`src/rtl/idtp_pkg.sv`:
```
package idtp_pkg;

    localparam int CHAR_W   = 8;
    localparam int POS_W    = 5;
    localparam int FMT_W    = 2;
    localparam int YACC_W   = 14;
    localparam int FACC_W   = 7;
    localparam int KIND_W   = 4;

    localparam logic [FMT_W-1:0] FMT_DATE_TIME = 2'd0;
    localparam logic [FMT_W-1:0] FMT_DATE      = 2'd1;
    localparam logic [FMT_W-1:0] FMT_TIME      = 2'd2;

    localparam logic [KIND_W-1:0] K_YEAR  = 4'd0;
    localparam logic [KIND_W-1:0] K_MON   = 4'd1;
    localparam logic [KIND_W-1:0] K_DAY   = 4'd2;
    localparam logic [KIND_W-1:0] K_HOUR  = 4'd3;
    localparam logic [KIND_W-1:0] K_MIN   = 4'd4;
    localparam logic [KIND_W-1:0] K_SEC   = 4'd5;
    localparam logic [KIND_W-1:0] K_DASH  = 4'd6;
    localparam logic [KIND_W-1:0] K_COLON = 4'd7;
    localparam logic [KIND_W-1:0] K_SEP   = 4'd8;
    localparam logic [KIND_W-1:0] K_NONE  = 4'd9;

    localparam logic [CHAR_W-1:0] CH_DASH  = 8'h2D;
    localparam logic [CHAR_W-1:0] CH_COLON = 8'h3A;
    localparam logic [CHAR_W-1:0] CH_SPACE = 8'h20;
    localparam logic [CHAR_W-1:0] CH_T     = 8'h54;
    localparam logic [CHAR_W-1:0] CH_ZERO  = 8'h30;
    localparam logic [CHAR_W-1:0] CH_NINE  = 8'h39;

    localparam logic [POS_W-1:0] POS_SAT = 5'd20;

    localparam logic [POS_W-1:0] LEN_DT_SHORT = 5'd16;
    localparam logic [POS_W-1:0] LEN_DT_LONG  = 5'd19;
    localparam logic [POS_W-1:0] LEN_DATE     = 5'd10;
    localparam logic [POS_W-1:0] LEN_T_SHORT  = 5'd5;
    localparam logic [POS_W-1:0] LEN_T_LONG   = 5'd8;

    localparam logic [YACC_W-1:0] YEAR_MIN = 14'd2000;
    localparam logic [YACC_W-1:0] YEAR_MAX = 14'd2099;
    localparam logic [FACC_W-1:0] HOUR_MAX = 7'd23;
    localparam logic [FACC_W-1:0] MIN_MAX  = 7'd59;

    // accumulated digits of one string
    typedef struct packed {
        logic [YACC_W-1:0] year;
        logic [FACC_W-1:0] month;
        logic [FACC_W-1:0] day;
        logic [FACC_W-1:0] hour;
        logic [FACC_W-1:0] minute;
        logic [FACC_W-1:0] second;
    } idtp_acc_t;

    // finished string handed to the checker
    typedef struct packed {
        idtp_acc_t         acc;
        logic              err;
        logic [POS_W-1:0]  len;
        logic [FMT_W-1:0]  fmt;
    } idtp_snap_t;

    typedef struct packed {
        logic        ok;
        logic [11:0] year;
        logic [3:0]  month;
        logic [4:0]  day;
        logic [4:0]  hour;
        logic [5:0]  minute;
        logic [5:0]  second;
    } idtp_res_t;

    function automatic logic [KIND_W-1:0] char_kind(input logic [FMT_W-1:0] fmt,
                                                    input logic [POS_W-1:0] pos);
        logic [KIND_W-1:0] k;
        k = K_NONE;
        case (fmt)
            FMT_DATE_TIME, FMT_DATE:
            begin
                case (pos)
                    5'd0, 5'd1, 5'd2, 5'd3: k = K_YEAR;
                    5'd4, 5'd7:             k = K_DASH;
                    5'd5, 5'd6:             k = K_MON;
                    5'd8, 5'd9:             k = K_DAY;
                    default:                k = K_NONE;
                endcase
                if (fmt == FMT_DATE_TIME)
                begin
                    case (pos)
                        5'd10:        k = K_SEP;
                        5'd11, 5'd12: k = K_HOUR;
                        5'd13, 5'd16: k = K_COLON;
                        5'd14, 5'd15: k = K_MIN;
                        5'd17, 5'd18: k = K_SEC;
                        default:      k = k;
                    endcase
                end
            end
            FMT_TIME:
            begin
                case (pos)
                    5'd0, 5'd1: k = K_HOUR;
                    5'd2, 5'd5: k = K_COLON;
                    5'd3, 5'd4: k = K_MIN;
                    5'd6, 5'd7: k = K_SEC;
                    default:    k = K_NONE;
                endcase
            end
            default: k = K_NONE;
        endcase
        return k;
    endfunction

    function automatic logic [4:0] month_last_day(input logic [3:0] m, input logic leap);
        logic [4:0] d;
        case (m)
            4'd2:                    d = leap ? 5'd29 : 5'd28;
            4'd4, 4'd6, 4'd9, 4'd11: d = 5'd30;
            default:                 d = 5'd31;
        endcase
        return d;
    endfunction

endpackage

```
`src/rtl/idtp_check.sv`:
```
module idtp_check (
    input  idtp_pkg::idtp_snap_t snap,
    output idtp_pkg::idtp_res_t  res
);
    import idtp_pkg::*;

    logic date_ok;
    logic time_ok;
    logic len_ok;
    logic leap;
    logic ok;
    logic use_date;
    logic use_time;

    // inside 2000..2099 the century rule only touches 2000, which is a leap year
    assign leap = (snap.acc.year[1:0] == 2'b00);

    assign date_ok = (snap.acc.year >= YEAR_MIN) && (snap.acc.year <= YEAR_MAX)
                  && (snap.acc.month >= 7'd1) && (snap.acc.month <= 7'd12)
                  && (snap.acc.day >= 7'd1)
                  && (snap.acc.day <= {2'b00, month_last_day(snap.acc.month[3:0], leap)});

    assign time_ok = (snap.acc.hour <= HOUR_MAX) && (snap.acc.minute <= MIN_MAX)
                  && (snap.acc.second <= MIN_MAX);

    always_comb
    begin
        len_ok   = 1'b0;
        use_date = 1'b0;
        use_time = 1'b0;
        case (snap.fmt)
            FMT_DATE_TIME:
            begin
                len_ok   = (snap.len == LEN_DT_SHORT) || (snap.len == LEN_DT_LONG);
                use_date = 1'b1;
                use_time = 1'b1;
            end
            FMT_DATE:
            begin
                len_ok   = (snap.len == LEN_DATE);
                use_date = 1'b1;
            end
            FMT_TIME:
            begin
                len_ok   = (snap.len == LEN_T_SHORT) || (snap.len == LEN_T_LONG);
                use_time = 1'b1;
            end
            default:
            begin
                len_ok = 1'b0;
            end
        endcase
    end

    assign ok = !snap.err && len_ok && (date_ok || !use_date) && (time_ok || !use_time);

    always_comb
    begin
        res        = '0;
        res.ok     = ok;
        if (ok && use_date)
        begin
            res.year  = snap.acc.year[11:0];
            res.month = snap.acc.month[3:0];
            res.day   = snap.acc.day[4:0];
        end
        if (ok && use_time)
        begin
            res.hour   = snap.acc.hour[4:0];
            res.minute = snap.acc.minute[5:0];
            res.second = snap.acc.second[5:0];
        end
    end

endmodule

```
`src/rtl/iso_date_time_text_parser.sv`:
```
// Date/time text parser.
// Input channel (in_valid/in_ready): one ASCII character per request, with
// last_char high on the final character of a string. Characters are checked
// against the layout chosen by text_format (0 date and time, 1 date only,
// 2 time only) and their digits are accumulated as they arrive.
// Output channel (out_valid/out_ready): one request per string, issued for the
// character flagged last: valid_res plus year..second, all fields zero when
// the string is not legal.
// A result passes the snapshot and then the output register. One character is
// taken per cycle while in_ready is high; the per-character step is one position
// decode and one multiply-by-ten accumulate, the final check one range compare
// stage between the snapshot and output registers. When the receiver stalls, one
// finished string waits in the snapshot stage and one in the output register;
// after that in_ready drops until out_ready returns. Reset clears string state,
// both valid flags and sets text_format to 0. The user writes text_format over
// the APB port only while no string is in flight; the block does not enforce it.
module iso_date_time_text_parser (
    input  logic        clk,
    input  logic        rst_n,
    input  logic        psel,
    input  logic        penable,
    input  logic        pwrite,
    input  logic [2:0]  paddr,
    input  logic [31:0] pwdata,
    output logic [31:0] prdata,
    output logic        pready,
    input  logic        in_valid,
    output logic        in_ready,
    input  logic [7:0]  text_char,
    input  logic        last_char,
    output logic        out_valid,
    input  logic        out_ready,
    output logic        valid_res,
    output logic [11:0] year,
    output logic [3:0]  month,
    output logic [4:0]  day,
    output logic [4:0]  hour,
    output logic [5:0]  minute,
    output logic [5:0]  second
);
    import idtp_pkg::*;

    logic [FMT_W-1:0] fmt_reg;
    logic [POS_W-1:0] pos_reg;
    logic [POS_W-1:0] pos_next;
    logic             err_reg;
    logic             err_next;
    idtp_acc_t        acc_reg;
    idtp_acc_t        acc_next;

    idtp_snap_t       snap_reg;
    logic             snap_valid_reg;
    idtp_res_t        res_next;
    idtp_res_t        res_reg;
    logic             out_valid_reg;

    logic              accept;
    logic              advance;
    logic [KIND_W-1:0] kind;
    logic              is_digit;
    logic [3:0]        digit;
    logic              cfg_write;

    assign pready    = 1'b1;
    assign cfg_write = psel && penable && pwrite && (paddr[2] == 1'b0);
    assign prdata    = (paddr[2] == 1'b0) ? {{(32-FMT_W){1'b0}}, fmt_reg} : 32'd0;

    always_ff @(posedge clk or negedge rst_n)
    begin
        if (!rst_n)
            fmt_reg <= FMT_DATE_TIME;
        else if (cfg_write)
            fmt_reg <= pwdata[FMT_W-1:0];
    end

    assign advance  = snap_valid_reg && (!out_valid_reg || out_ready);
    assign in_ready = !snap_valid_reg || advance;
    assign accept   = in_valid && in_ready;

    assign kind     = char_kind(fmt_reg, pos_reg);
    assign is_digit = (text_char >= CH_ZERO) && (text_char <= CH_NINE);
    assign digit    = is_digit ? text_char[3:0] : 4'd0;

    always_comb
    begin
        acc_next = acc_reg;
        err_next = err_reg;
        case (kind)
            K_YEAR, K_MON, K_DAY, K_HOUR, K_MIN, K_SEC:
            begin
                if (!is_digit)
                    err_next = 1'b1;
                else
                begin
                    case (kind)
                        K_YEAR:  acc_next.year   = (acc_reg.year << 3) + (acc_reg.year << 1)
                                                   + {{(YACC_W-4){1'b0}}, digit};
                        K_MON:   acc_next.month  = (acc_reg.month << 3) + (acc_reg.month << 1)
                                                   + {{(FACC_W-4){1'b0}}, digit};
                        K_DAY:   acc_next.day    = (acc_reg.day << 3) + (acc_reg.day << 1)
                                                   + {{(FACC_W-4){1'b0}}, digit};
                        K_HOUR:  acc_next.hour   = (acc_reg.hour << 3) + (acc_reg.hour << 1)
                                                   + {{(FACC_W-4){1'b0}}, digit};
                        K_MIN:   acc_next.minute = (acc_reg.minute << 3)
                                                   + (acc_reg.minute << 1)
                                                   + {{(FACC_W-4){1'b0}}, digit};
                        default: acc_next.second = (acc_reg.second << 3)
                                                   + (acc_reg.second << 1)
                                                   + {{(FACC_W-4){1'b0}}, digit};
                    endcase
                end
            end
            K_DASH:  if (text_char != CH_DASH) err_next = 1'b1;
            K_COLON: if (text_char != CH_COLON) err_next = 1'b1;
            K_SEP:   if ((text_char != CH_SPACE) && (text_char != CH_T)) err_next = 1'b1;
            default: err_next = 1'b1;
        endcase
    end

    // position saturates so an overlong string can never match a legal length
    assign pos_next = (pos_reg < POS_SAT) ? pos_reg + 5'd1 : pos_reg;

    always_ff @(posedge clk or negedge rst_n)
    begin
        if (!rst_n)
        begin
            pos_reg <= '0;
            err_reg <= 1'b0;
            acc_reg <= '0;
        end
        else if (accept)
        begin
            if (last_char)
            begin
                pos_reg <= '0;
                err_reg <= 1'b0;
                acc_reg <= '0;
            end
            else
            begin
                pos_reg <= pos_next;
                err_reg <= err_next;
                acc_reg <= acc_next;
            end
        end
    end

    always_ff @(posedge clk or negedge rst_n)
    begin
        if (!rst_n)
            snap_valid_reg <= 1'b0;
        else if (accept && last_char)
            snap_valid_reg <= 1'b1;
        else if (advance)
            snap_valid_reg <= 1'b0;
    end

    always_ff @(posedge clk)
    begin
        if (accept && last_char)
        begin
            snap_reg.acc <= acc_next;
            snap_reg.err <= err_next;
            snap_reg.len <= pos_reg + 5'd1;
            snap_reg.fmt <= fmt_reg;
        end
    end

    idtp_check u_check (
        .snap (snap_reg),
        .res  (res_next)
    );

    always_ff @(posedge clk or negedge rst_n)
    begin
        if (!rst_n)
            out_valid_reg <= 1'b0;
        else if (advance)
            out_valid_reg <= 1'b1;
        else if (out_ready)
            out_valid_reg <= 1'b0;
    end

    always_ff @(posedge clk)
    begin
        if (advance)
            res_reg <= res_next;
    end

    assign out_valid = out_valid_reg;
    assign valid_res = res_reg.ok;
    assign year      = res_reg.year;
    assign month     = res_reg.month;
    assign day       = res_reg.day;
    assign hour      = res_reg.hour;
    assign minute    = res_reg.minute;
    assign second    = res_reg.second;

endmodule

```
`config.mk`:
```
export PLATFORM = sky130hd
export DESIGN_NAME = iso_date_time_text_parser
export DESIGN_NICKNAME = d
export VERILOG_FILES = /design/src/rtl/idtp_pkg.sv /design/src/rtl/idtp_check.sv /design/src/rtl/iso_date_time_text_parser.sv
export SDC_FILE = /design/constraint.sdc
export NUM_CORES = 1
export LEC_CHECK = 0
export ABC_AREA = 1
export BUFFER_PORTS_ARGS = -buffer_cell sky130_fd_sc_hd__buf_2
export CORE_ASPECT_RATIO = 0.5
export CORE_MARGIN = 2
export CORE_UTILIZATION = 50
export CTS_BUF_LIST = sky130_fd_sc_hd__clkbuf_8
export DETAILED_ROUTE_END_ITERATION = 10
export PLACE_DENSITY = 0.85
export SLEW_MARGIN = 5
export SYNTH_ARGS = -nofsm -noshare
export SYNTH_HDL_FRONTEND = slang
export SYNTH_SLANG_ARGS = --single-unit
```
`constraint.sdc`:
```
create_clock -name clk -period 4.15 [get_ports clk]
set_clock_uncertainty 0.05 [all_clocks]
set_input_delay 0.83 -clock clk [delete_from_list [all_inputs] [get_ports clk]]
set_output_delay 0.83 -clock clk [all_outputs]
set_load 0.02 [all_outputs]
```
==> metrics.cfg <==
[detailed_routing]
drt_first_pass_iters = 5
route.detailed.drc = 0
drt-total-wl_mm = 20.8
wl_per_cell_um = 15.1
drt-initial-drc-count = 709
detail-route-antenna-nets = 0
vias = 7258
viasPerCell = 5.26

[sta]
clock.fmax_ghz = 0.273
slew_violations = 0
fin_crit_sh_pct = 88.2
grt_setup_unrepaired = no
finalSetupViolations = 0
finalHoldViolCount = 0
tightest_slew_ns = 1.05
finalCriticalPeriod_ns = 3.66
slew_headroom_pct = 29.7
hold-worst-slack_ns = 0.439
setup_tns_ns = 0

[clock_tree]
clkTransAtPathRegs_ns = 0.09
ctsHoldBuffers = 0
numClockSinks = 155
insertion_delay_ns = 0.47
cts_resized = 0
cts-root-buf = clkbuf_8
htreeDepth = 4
cts_buffer_depth = 2
cts_setup_buffers = 0
cts_tree = done
cts_inserted_buffers = 17

[hold_path]
min_path_type = reg -> reg

[final_layout]
largest_reg_flops = 57
num-fill-cells = 1521
final_common_cell = nand2_1
layout.nets = 1239
utilization_pct = 56.6
drive_above_1_share_pct = 13.5
syn_to_final_growth_pct = 10.4
layout_common_cells = 194 x nand2_1, 161 x inv_1, 96 x edfxtp_1, 76 x nand3_1, 71 x nor2_1

[floorplanning]
die_area_mm2 = 0.0202
die_y_um = 101
floorplan.rows = 35
num_io_pins = 125
dieWidth_um = 199
core_area_mm2 = 0.0185
start_util_pct = 51.3

[setup_path]
cp.required_ns = 4.32
endpoint_kind = register
path_max_fanout = 3
startpoint_type = input pin
cp_data_arrival_time_ns = 3.83
critPathKind = in -> reg

[synth]
seq_area_frac_synth_pct = 46.0
synth_edf_count = 96
ys.flop_type = edfxtp_1
synthArstFlopShare_pct = 38.1
synthesis.area_mm2 = 0.00949
ys_types = 49
avgSynthCellArea_um2 = 9.16
synthCells = 1036
synth-seq-cells = 155
yosysWarnings = 0

[global_route]
grt_pass1_vias = 6947
grt_max_degree = 49
grt_use_total_pct = 22.0
antenna_found_initial = 2
grt_first_pass_wirelength_mm = 34.4
overflow = 0

[placed_design]
port_buffers = 61
gp_congestion = 0.915
dp_hpwl_mm = 15.0

[power]
cellPowerDensity_mw_per_mm2 = 334
swShare_pct = 28.7
pwr-share-clk_pct = 38.3
pwr-share-comb_pct = 11.8
p_sw_uw = 1000
pwr-share-seq_pct = 49.9
leakage_uw = 0.00509
report.power.total_uw = 3490
peakVddDrop_mv = 0.167
p_int_uw = 2490

[run_status]
status = complete, no violations

[job]
drv_cap = 0

[cell type report]
type / count / area [um2] / share of cell area, %
Tap cell: 259 / 324 / 3.10
Antenna cell: 1 / 2.50 / 0.0239
Multi-Input combinational cell: 692 / 4270 / 40.8
Clock inverter: 15 / 233 / 2.22
Sequential cell: 155 / 4360 / 41.6
Inverter: 167 / 633 / 6.05
Clock buffer: 17 / 234 / 2.23
Timing Repair Buffer: 74 / 415 / 3.97
[path summary, 6_finish.rpt]
kind	from	to	slack, ns	cells past startpoint
hold / removal	acc_reg[48]	acc_reg[48]	0.44	2
setup reg to reg	snap_reg[38]	minute[5]	0.88	11
min in group asynchronous	rst_n	pos_reg[4]	0.47	1
hold reg to reg	acc_reg[48]	acc_reg[48]	0.44	2
max in group asynchronous	rst_n	acc_reg[42]	2.65	2
setup / recovery	text_char[7]	snap_reg[51]	0.49	15
[critical path: stages]
cell and delay [ns]:
buf_2 0.10, nor3b_1 0.31, nand2_1 0.13, nor2_1 0.15, inv_1 0.08, nor2_2 0.15, inv_1 0.09, fa_1 0.50
fa_1 0.48, o21ai_1 0.25, a21oi_1 0.11, o21ai_0 0.21, xor2_1 0.17, nand2_1 0.08, and2_1 0.17
[logic make-up (layout without fill, tap and decap cells)]
family	count (synthesis)	after routing	synth area share [%]
simple gates	429	429	21.4
buf+inv	218	273	10.5
flops	155	155	46.0
compound gates	115	115	7.14
fa+ha+maj	81	81	11.6
xor+xnor	36	36	3.32
other cells	2	32	0.0792
[routing by layer]
metal  up-vias  global-route usage (%)  part of all wire (%)
met1      3429                    28.8                    43
met5         -                       0                 0.063
met3        53                    4.86                   8.2
li1       3467                       -                     -
met4         2                    7.46                   1.9
met2       307                    36.8                    47
[cells in the mapped netlist (9+ instances only)]
cell type  instances  area (um2)
nand3_1           76         380
dfrtp_1           59        1480
and2_1            29         181
nand2_4            9         101
ha_1              69         863
inv_1            161         604
nor2_1            74         278
clkbuf_1          10        37.5
o21ai_0           50         250
edfxtp_1          96        2880
fa_1              12         240
a21oi_1           29         145
buf_4             32         240
xor2_1            23         201
nand2_1          194         728
xnor2_1           13         114
[power groups by stage]
stage / clock network (uW) / logic (uW) / registers (uW)
6_report: 1340 / 412 / 1740
3_5_place_dp: 0 / 408 / 1780
2_1_floorplan: 0 / 287 / 1800
4_1_cts: 1340 / 410 / 1740
5_1_grt: 1400 / 454 / 1750
3_3_place_gp: 0 / 395 / 1770
[metrics by stage]
stage	instances	area [um2]	setup slack, ns
3_3_place_gp	1347	10000	0.135
4_1_cts	1379	10500	0.535
6_report	1380	10500	0.491
3_5_place_dp	1347	10000	0.0575
2_1_floorplan	1065	9600	0.0632
5_1_grt	1379	10500	0.202
Note: power is estimated with default switching activity, not from simulation.
